--- config.mk ---
export PLATFORM = sky130hd
export DESIGN_NAME = tcw_sequencer
export DESIGN_NICKNAME = d
export VERILOG_FILES = /design/src/tcw_pkg.sv /design/src/tcw_sequencer.sv
export SDC_FILE = /design/constraint.sdc
export NUM_CORES = 1
export LEC_CHECK = 0
export BUFFER_PORTS_ARGS = -buffer_cell sky130_fd_sc_hd__buf_2
export CAP_MARGIN = 30
export CORE_MARGIN = 3
export CORE_UTILIZATION = 40
export CTS_BUF_LIST = sky130_fd_sc_hd__clkbuf_4 sky130_fd_sc_hd__clkbuf_8 sky130_fd_sc_hd__clkbuf_16
export DETAILED_ROUTE_END_ITERATION = 12
export MAX_ROUTING_LAYER = met4
export PLACE_DENSITY = 0.75
export RECOVER_POWER = 100
export REMOVE_ABC_BUFFERS = 1
export SYNTH_ARGS = -nofsm -noshare
export SYNTH_HDL_FRONTEND = slang
export SYNTH_SLANG_ARGS = --single-unit
--- constraint.sdc ---
create_clock -name clk -period 4.15 [get_ports clk]
set_input_delay 0.415 -clock clk [delete_from_list [all_inputs] [get_ports clk]]
set_output_delay 0.415 -clock clk [all_outputs]
set_load 0.05 [all_outputs]
--- src/tcw_pkg.sv ---
// Package for the text console writer: geometry, character and op codes,
// sequencer state and the structs that pass between the sequencer and top level.
// No dependencies.
package tcw_pkg;

    localparam int COLUMNS    = 80;
    localparam int ROWS       = 25;
    localparam int CELLS      = ROWS * COLUMNS;
    localparam int ADDR_W     = $clog2(CELLS);
    localparam int CNT_W      = ADDR_W + 1;
    localparam int ROW_W      = (ROWS > 2) ? $clog2(ROWS) : 1;
    localparam int COL_W      = $clog2(COLUMNS);
    localparam int TAB_SPACES = 4;
    localparam int TAB_W      = $clog2(TAB_SPACES);

    localparam int OP_W       = 2;
    localparam int CHAR_W     = 8;
    localparam int INDEX_W    = 11;
    localparam int CELL_W     = 16;
    localparam int RES_ROW_W  = 5;
    localparam int RES_COL_W  = 7;

    localparam logic [OP_W-1:0] OP_PUT   = 2'd0;
    localparam logic [OP_W-1:0] OP_CLEAR = 2'd1;
    localparam logic [OP_W-1:0] OP_READ  = 2'd2;

    localparam logic [CHAR_W-1:0] CH_SPACE   = 8'h20;
    localparam logic [CHAR_W-1:0] CH_NEWLINE = 8'h0A;
    localparam logic [CHAR_W-1:0] CH_RETURN  = 8'h0D;
    localparam logic [CHAR_W-1:0] CH_TAB     = 8'h09;

    localparam logic [CELL_W-1:0] RESET_CELL = 16'h0720;
    localparam logic [7:0]        ATTR_RESET = 8'h07;

    typedef enum logic [5:0] {
        S_FILL  = 6'b000001,
        S_IDLE  = 6'b000010,
        S_GLYPH = 6'b000100,
        S_COPY  = 6'b001000,
        S_READ  = 6'b010000,
        S_DONE  = 6'b100000
    } state_t;

    typedef enum logic [1:0] {
        FILL_INIT   = 2'd0,
        FILL_CLEAR  = 2'd1,
        FILL_SCROLL = 2'd2
    } fill_kind_t;

    typedef struct packed {
        logic              we;
        logic [ADDR_W-1:0] waddr;
        logic [CELL_W-1:0] wdata;
        logic              re;
        logic [ADDR_W-1:0] raddr;
    } mem_cmd_t;

    typedef struct packed {
        logic [CELL_W-1:0]    cell_data;
        logic [RES_ROW_W-1:0] cursor_row;
        logic [RES_COL_W-1:0] cursor_col;
    } result_t;

endpackage

--- src/tcw_sequencer.sv ---
// Sequencer of the text console writer: cursor, line base and the walks for
// fill, scroll and per-glyph writes; a scroll step can read and write the screen store together.
// Depends on tcw_pkg.
module tcw_sequencer
(
    input  logic                          clk,
    input  logic                          rst_n,
    input  logic                          start,
    input  logic [tcw_pkg::OP_W-1:0]      op,
    input  logic [tcw_pkg::CHAR_W-1:0]    char_code,
    input  logic [tcw_pkg::INDEX_W-1:0]   cell_index,
    input  logic [7:0]                    attr,
    input  logic [tcw_pkg::CELL_W-1:0]    rd_data,
    input  logic                          slot_free,
    output logic                          idle,
    output logic                          done,
    output tcw_pkg::result_t              result,
    output tcw_pkg::mem_cmd_t             cmd
);

    tcw_pkg::state_t                  state_reg, state_next;
    tcw_pkg::fill_kind_t              fill_kind_reg, fill_kind_next;
    logic [tcw_pkg::CNT_W-1:0]        addr_reg, addr_next;
    logic                             copy_valid_reg, copy_valid_next;
    logic [tcw_pkg::ADDR_W-1:0]       copy_addr_reg, copy_addr_next;
    logic [tcw_pkg::ROW_W-1:0]        row_reg, row_next;
    logic [tcw_pkg::COL_W-1:0]        col_reg, col_next;
    logic [tcw_pkg::ADDR_W-1:0]       base_reg, base_next;
    logic [tcw_pkg::TAB_W-1:0]        tab_left_reg, tab_left_next;
    logic                             more_reg, more_next;
    logic [tcw_pkg::CHAR_W-1:0]       glyph_reg, glyph_next;
    logic [tcw_pkg::CELL_W-1:0]       data_reg, data_next;
    logic                             last_col;
    logic                             last_row;
    logic                             more;

    assign last_col = (col_reg == tcw_pkg::COL_W'(tcw_pkg::COLUMNS - 1));
    assign last_row = (row_reg == tcw_pkg::ROW_W'(tcw_pkg::ROWS - 1));
    assign more     = (tab_left_reg != '0);

    always_comb
    begin
        state_next      = state_reg;
        fill_kind_next  = fill_kind_reg;
        addr_next       = addr_reg;
        copy_valid_next = 1'b0;
        copy_addr_next  = copy_addr_reg;
        row_next        = row_reg;
        col_next        = col_reg;
        base_next       = base_reg;
        tab_left_next   = tab_left_reg;
        more_next       = more_reg;
        glyph_next      = glyph_reg;
        data_next       = data_reg;
        done            = 1'b0;
        cmd             = '0;

        if (copy_valid_reg)
        begin
            cmd.we    = 1'b1;
            cmd.waddr = copy_addr_reg;
            cmd.wdata = rd_data;
        end

        unique case (state_reg)
            tcw_pkg::S_FILL:
            begin
                cmd.we    = 1'b1;
                cmd.waddr = addr_reg[tcw_pkg::ADDR_W-1:0];
                cmd.wdata = (fill_kind_reg == tcw_pkg::FILL_INIT) ? tcw_pkg::RESET_CELL
                                                                  : {attr, tcw_pkg::CH_SPACE};
                addr_next = addr_reg + tcw_pkg::CNT_W'(1);
                if (addr_reg == tcw_pkg::CNT_W'(tcw_pkg::CELLS - 1))
                begin
                    unique case (fill_kind_reg)
                        tcw_pkg::FILL_INIT:
                        begin
                            state_next = tcw_pkg::S_IDLE;
                        end
                        tcw_pkg::FILL_CLEAR:
                        begin
                            row_next   = '0;
                            col_next   = '0;
                            base_next  = '0;
                            state_next = tcw_pkg::S_DONE;
                        end
                        default:
                        begin
                            state_next = more_reg ? tcw_pkg::S_GLYPH : tcw_pkg::S_DONE;
                        end
                    endcase
                end
            end
            tcw_pkg::S_IDLE:
            begin
                if (start)
                begin
                    data_next = '0;
                    unique case (op)
                        tcw_pkg::OP_PUT:
                        begin
                            priority if (char_code == tcw_pkg::CH_NEWLINE)
                            begin
                                col_next  = '0;
                                more_next = 1'b0;
                                if (last_row)
                                begin
                                    addr_next  = tcw_pkg::CNT_W'(tcw_pkg::COLUMNS);
                                    state_next = tcw_pkg::S_COPY;
                                end
                                else
                                begin
                                    row_next   = row_reg + tcw_pkg::ROW_W'(1);
                                    base_next  = base_reg + tcw_pkg::ADDR_W'(tcw_pkg::COLUMNS);
                                    state_next = tcw_pkg::S_DONE;
                                end
                            end
                            else if (char_code == tcw_pkg::CH_RETURN)
                            begin
                                col_next   = '0;
                                state_next = tcw_pkg::S_DONE;
                            end
                            else if (char_code == tcw_pkg::CH_TAB)
                            begin
                                glyph_next    = tcw_pkg::CH_SPACE;
                                tab_left_next = tcw_pkg::TAB_W'(tcw_pkg::TAB_SPACES - 1);
                                state_next    = tcw_pkg::S_GLYPH;
                            end
                            else
                            begin
                                glyph_next    = char_code;
                                tab_left_next = '0;
                                state_next    = tcw_pkg::S_GLYPH;
                            end
                        end
                        tcw_pkg::OP_CLEAR:
                        begin
                            addr_next      = '0;
                            fill_kind_next = tcw_pkg::FILL_CLEAR;
                            state_next     = tcw_pkg::S_FILL;
                        end
                        tcw_pkg::OP_READ:
                        begin
                            if (32'(cell_index) < tcw_pkg::CELLS)
                            begin
                                cmd.re     = 1'b1;
                                cmd.raddr  = tcw_pkg::ADDR_W'(cell_index);
                                state_next = tcw_pkg::S_READ;
                            end
                            else
                            begin
                                state_next = tcw_pkg::S_DONE;
                            end
                        end
                        default:
                        begin
                            state_next = tcw_pkg::S_DONE;
                        end
                    endcase
                end
            end
            tcw_pkg::S_GLYPH:
            begin
                cmd.we    = 1'b1;
                cmd.waddr = base_reg + tcw_pkg::ADDR_W'(col_reg);
                cmd.wdata = {attr, glyph_reg};
                if (more)
                begin
                    tab_left_next = tab_left_reg - tcw_pkg::TAB_W'(1);
                end
                more_next  = more;
                state_next = more ? tcw_pkg::S_GLYPH : tcw_pkg::S_DONE;
                if (last_col)
                begin
                    col_next = '0;
                    if (last_row)
                    begin
                        addr_next  = tcw_pkg::CNT_W'(tcw_pkg::COLUMNS);
                        state_next = tcw_pkg::S_COPY;
                    end
                    else
                    begin
                        row_next  = row_reg + tcw_pkg::ROW_W'(1);
                        base_next = base_reg + tcw_pkg::ADDR_W'(tcw_pkg::COLUMNS);
                    end
                end
                else
                begin
                    col_next = col_reg + tcw_pkg::COL_W'(1);
                end
            end
            tcw_pkg::S_COPY:
            begin
                if (addr_reg < tcw_pkg::CNT_W'(tcw_pkg::CELLS))
                begin
                    cmd.re          = 1'b1;
                    cmd.raddr       = addr_reg[tcw_pkg::ADDR_W-1:0];
                    copy_valid_next = 1'b1;
                    copy_addr_next  = tcw_pkg::ADDR_W'(addr_reg
                                                        - tcw_pkg::CNT_W'(tcw_pkg::COLUMNS));
                    addr_next       = addr_reg + tcw_pkg::CNT_W'(1);
                end
                else if (!copy_valid_reg)
                begin
                    addr_next      = tcw_pkg::CNT_W'(tcw_pkg::CELLS - tcw_pkg::COLUMNS);
                    fill_kind_next = tcw_pkg::FILL_SCROLL;
                    state_next     = tcw_pkg::S_FILL;
                end
            end
            tcw_pkg::S_READ:
            begin
                data_next  = rd_data;
                state_next = tcw_pkg::S_DONE;
            end
            tcw_pkg::S_DONE:
            begin
                if (slot_free)
                begin
                    done       = 1'b1;
                    state_next = tcw_pkg::S_IDLE;
                end
            end
            default:
            begin
                state_next = tcw_pkg::S_IDLE;
            end
        endcase
    end

    always_ff @(posedge clk or negedge rst_n)
    begin
        if (!rst_n)
        begin
            state_reg      <= tcw_pkg::S_FILL;
            fill_kind_reg  <= tcw_pkg::FILL_INIT;
            addr_reg       <= '0;
            copy_valid_reg <= 1'b0;
            row_reg        <= '0;
            col_reg        <= '0;
            base_reg       <= '0;
            tab_left_reg   <= '0;
            more_reg       <= 1'b0;
        end
        else
        begin
            state_reg      <= state_next;
            fill_kind_reg  <= fill_kind_next;
            addr_reg       <= addr_next;
            copy_valid_reg <= copy_valid_next;
            row_reg        <= row_next;
            col_reg        <= col_next;
            base_reg       <= base_next;
            tab_left_reg   <= tab_left_next;
            more_reg       <= more_next;
        end
    end

    always_ff @(posedge clk)
    begin
        copy_addr_reg <= copy_addr_next;
        glyph_reg     <= glyph_next;
        data_reg      <= data_next;
    end

    assign idle              = (state_reg == tcw_pkg::S_IDLE);
    assign result.cell_data  = data_reg;
    assign result.cursor_row = tcw_pkg::RES_ROW_W'(row_reg);
    assign result.cursor_col = tcw_pkg::RES_COL_W'(col_reg);

    a_copy_in_scroll: assert property (@(posedge clk) disable iff (!rst_n)
        copy_valid_reg |-> state_reg == tcw_pkg::S_COPY)
        else $error("copy write outside scroll");

    a_no_write_idle: assert property (@(posedge clk) disable iff (!rst_n)
        state_reg == tcw_pkg::S_IDLE |-> !cmd.we)
        else $error("store write while idle");

    a_cursor_range: assert property (@(posedge clk) disable iff (!rst_n)
        32'(row_reg) < tcw_pkg::ROWS && 32'(col_reg) < tcw_pkg::COLUMNS)
        else $error("cursor out of range");

    a_base_tracks_row: assert property (@(posedge clk) disable iff (!rst_n)
        32'(base_reg) == 32'(row_reg) * tcw_pkg::COLUMNS)
        else $error("line base does not match cursor row");

    a_done_from_done: assert property (@(posedge clk) disable iff (!rst_n)
        done |=> state_reg == tcw_pkg::S_IDLE)
        else $error("result posted without return to idle");

endmodule

==> results.json <==
{
  "gr-total-overflow": 0,
  "seq_area_frac_synth_pct": 45.97,
  "comb_power_share_pct": 41.9,
  "p_leak_nw": 2.290,
  "p_per_area_nw_per_um2": 629.4,
  "register_area_um2": 2128,
  "die_h_um": 113.6,
  "ir_drop_uv": 256.9,
  "avgRoutedWirePerCell_um": 18.95,
  "setup-tns-final_ns": 0,
  "end_kind": "output port",
  "power_frac_seq_pct": 34.8,
  "cp_max_fo": 21,
  "fill_cells": 1053,
  "postRouteAntennaNets": 0,
  "synth_edf_count": 35,
  "area_growth_syn_to_layout_pct": 18.43,
  "synthArstFlopShare_pct": 55.13,
  "clockRootBuffer": "clkbuf_16",
  "track_usage_pct": 21.94,
  "worstSetupStartpointType": "register",
  "clock-sinks": 78,
  "dieArea_um2": 12900,
  "setup-violations-final": 0,
  "synth_ff_type": "dfrtp_1",
  "postCtsSetupBuffers": 0,
  "io_pins": 119,
  "cts_made_buffers": 9,
  "period_share_pct": 90.19,
  "drv_slew": 40,
  "hp-class": "input pin to register",
  "slowest_stage": "or4_1",
  "power_report.internal_total_w": 0.001884,
  "finalHoldViolCount": 0,
  "ctsLongestPathBuffers": 2,
  "syn_area_per_cell_um2": 9.787,
  "drt_iter0_drc": 514,
  "synth_seq_cells": 78,
  "h-tree-depth": 3,
  "switching_power_w": 0.001567,
  "largest_register_ffs": 16,
  "clockPowerShare_pct": 23.3,
  "start_util_pct": 41.79,
  "clock_skew_ns": 0.007846,
  "diodes": 0,
  "grt_pass1_vias": 4301,
  "grt_pass1_wl_mm": 21.99,
  "routed_wl_mm": 13.78,
  "synth_cell_types": 63,
  "antenna_found_initial": 0,
  "netlist_area_um2": 4629,
  "cts_tree": "built",
  "fin_hold_ws_ns": 0.2739,
  "rrSetupSlack_ns": 0.48,
  "yosysWarnings": 0,
  "critPathRequiredTime_ns": 3.73,
  "firstDrtPassIters": 8,
  "clock.fmax_mhz": 267.2,
  "fin_nets": 644,
  "rsz0062_at_grt": "no",
  "core_region_area_um2": 11080,
  "dp_hpwl_mm": 9.997,
  "period_needed_ns": 3.743,
  "insertion_delay_ns": 0.33,
  "arrival_ns": 3.33,
  "swShare_pct": 45.40,
  "portBuffers": 118,
  "clk_pin_slew_worst_paths_ns": 0.06,
  "grt_max_degree": 40,
  "whs_path_depth": 1,
  "die_x_um": 113.6,
  "drive_gt1_share_pct": 12.44,
  "cap_viol_max_count": 1,
  "outcome": "finished, violations left",
  "vias": 4380,
  "place_congestion": 0.9380,
  "num_rows": 38,
  "crit_chain": "or4_1, or3b_2, nor2_1, buf_4, a22o_1, clkbuf_1",
  "drc": 0,
  "worstMarginPinSlew_ns": 2.123,
  "synth_cells": 473,
  "vias_per_cell": 6.025,
  "multi_input_area_um2": 2276,
  "rr_worst_depth": 7,
  "violations": "max-capacitance violations, max-slew violations",
  "criticalPathCategory": "register to output port",
  "timing.slew.headroom_pct": -41.54,
  "cpPeakStageDelay_ns": 0.61
}
kinds of logic after synthesis:
logic type | Yosys count | share of synthesized area [%]
adders and majority gates | 13 | 3.514
and+or+nand+nor | 184 | 21.16
muxes | 1 | 0.2432
buffers and inverters | 43 | 4.027
xor gates and xnor gates | 18 | 3.406
DFF | 78 | 45.97
AOI/OAI and AO/OA | 135 | 21.60
other | 1 | 0.08100
cell usage in the layout, fill, tap and decap left out, types with 10 or more instances in the layout:
cell      count
edfxtp_1     35
xor2_1       15
inv_1        15
and2_0       14
clkbuf_1     79
a22o_1       28
o21ai_0      40
dfrtp_1      42
nand2_1      47
buf_2        43
nand3_1      20
ha_1         13
a21oi_1      10
nor2_1       31
and3_1       13
power groups by stage:
stage	Combinational, W	Clock [W]	Sequential [W]
CTS	0.00152	0.000810	0.00119
floorplan	0.000859	0	0.00139
global placement	0.00146	0	0.00119
global route	0.00156	0.000845	0.00123
finish	0.00145	0.000804	0.00120
detailed placement	0.00151	0	0.00120
metrics by stage:
step / total power (W) / area [um^2] / util [%] / setup WS [ns] / std cells
floorplan: 0.002245 / 4499 / - / 0.2300 / 445
global placement: 0.002655 / 5321 / 48.03 / 0.9647 / 709
detailed placement: 0.002712 / 5341 / 48.22 / 0.8978 / 710
CTS: 0.003519 / 5654 / 51.04 / 0.5271 / 727
global route: 0.003627 / 5483 / 49.49 / 0.2546 / 727
finish: 0.003451 / 5483 / 49.49 / 0.4072 / 727
Yosys cell counts, types with 3 or more instances:
library cell / number / share of area (%)
edfxtp_1: 35 / 23
ha_1: 13 / 3.5
a22o_1: 28 / 5.3
nor2_1: 31 / 2.5
or3_1: 4 / 0.54
a21oi_1: 9 / 0.97
nand2b_1: 8 / 1.1
xnor2_1: 3 / 0.57
or2_2: 5 / 0.68
dfrtp_1: 42 / 23
a31oi_1: 7 / 0.95
and2_1: 19 / 2.6
a21o_1: 6 / 0.97
nand2_1: 47 / 3.8
nand3_1: 20 / 2.2
nor3_1: 3 / 0.32
a221o_1: 3 / 0.65
inv_1: 15 / 1.2
a222oi_1: 6 / 1.3
nand4_1: 6 / 0.81
o211ai_1: 5 / 0.81
o31ai_1: 6 / 0.97
clkbuf_1: 22 / 1.8
o21ai_0: 40 / 4.3
nor3b_1: 5 / 0.81
nor4_1: 5 / 0.68
and3_1: 13 / 1.8
a22oi_1: 5 / 0.81
xor2_1: 15 / 2.8
what timing repair did:
action	in CTS	in global routing
gates resized for setup	0	0
hold buffers	1	0
hold endpoints to repair	4	0
path summary, 6_finish.rpt:
path                            startpoint              end
min in group asynchronous            rst_n       row_reg[2]
setup / recovery              state_reg[5]           cmd[6]
hold reg to reg            tab_left_reg[0]  tab_left_reg[0]
max in group asynchronous            rst_n         more_reg
hold / removal                char_code[6]     glyph_reg[6]
setup reg to reg              state_reg[5]       row_reg[2]
per-layer routing:
layer | track usage, % | up-vias | wire length, um
met4 | 9.054 | 0 | 397
met3 | 3.448 | 36 | 1181
met1 | 27.53 | 2119 | 5414
li1 | - | 1993 | -
met2 | 35.49 | 232 | 6784
met5 | - | - | 0
worst max-delay path: cells and delay by family, from the launching register on:
kind,cells,cell delay [ns]
flops,1,0.42
compound gates,1,0.19
buf+inv,2,0.81
simple gates,3,1.56
area by class of cell:
cell class,instances,area share [%]
sequential,78,38.82
clock buffer,14,4.906
timing repair buffer,126,9.927
inverter,15,1.027
multi-input combinational,352,41.51
tap,140,3.195
clock inverter,2,0.6162
No activity file was read; power rests on OpenSTA's default activity.
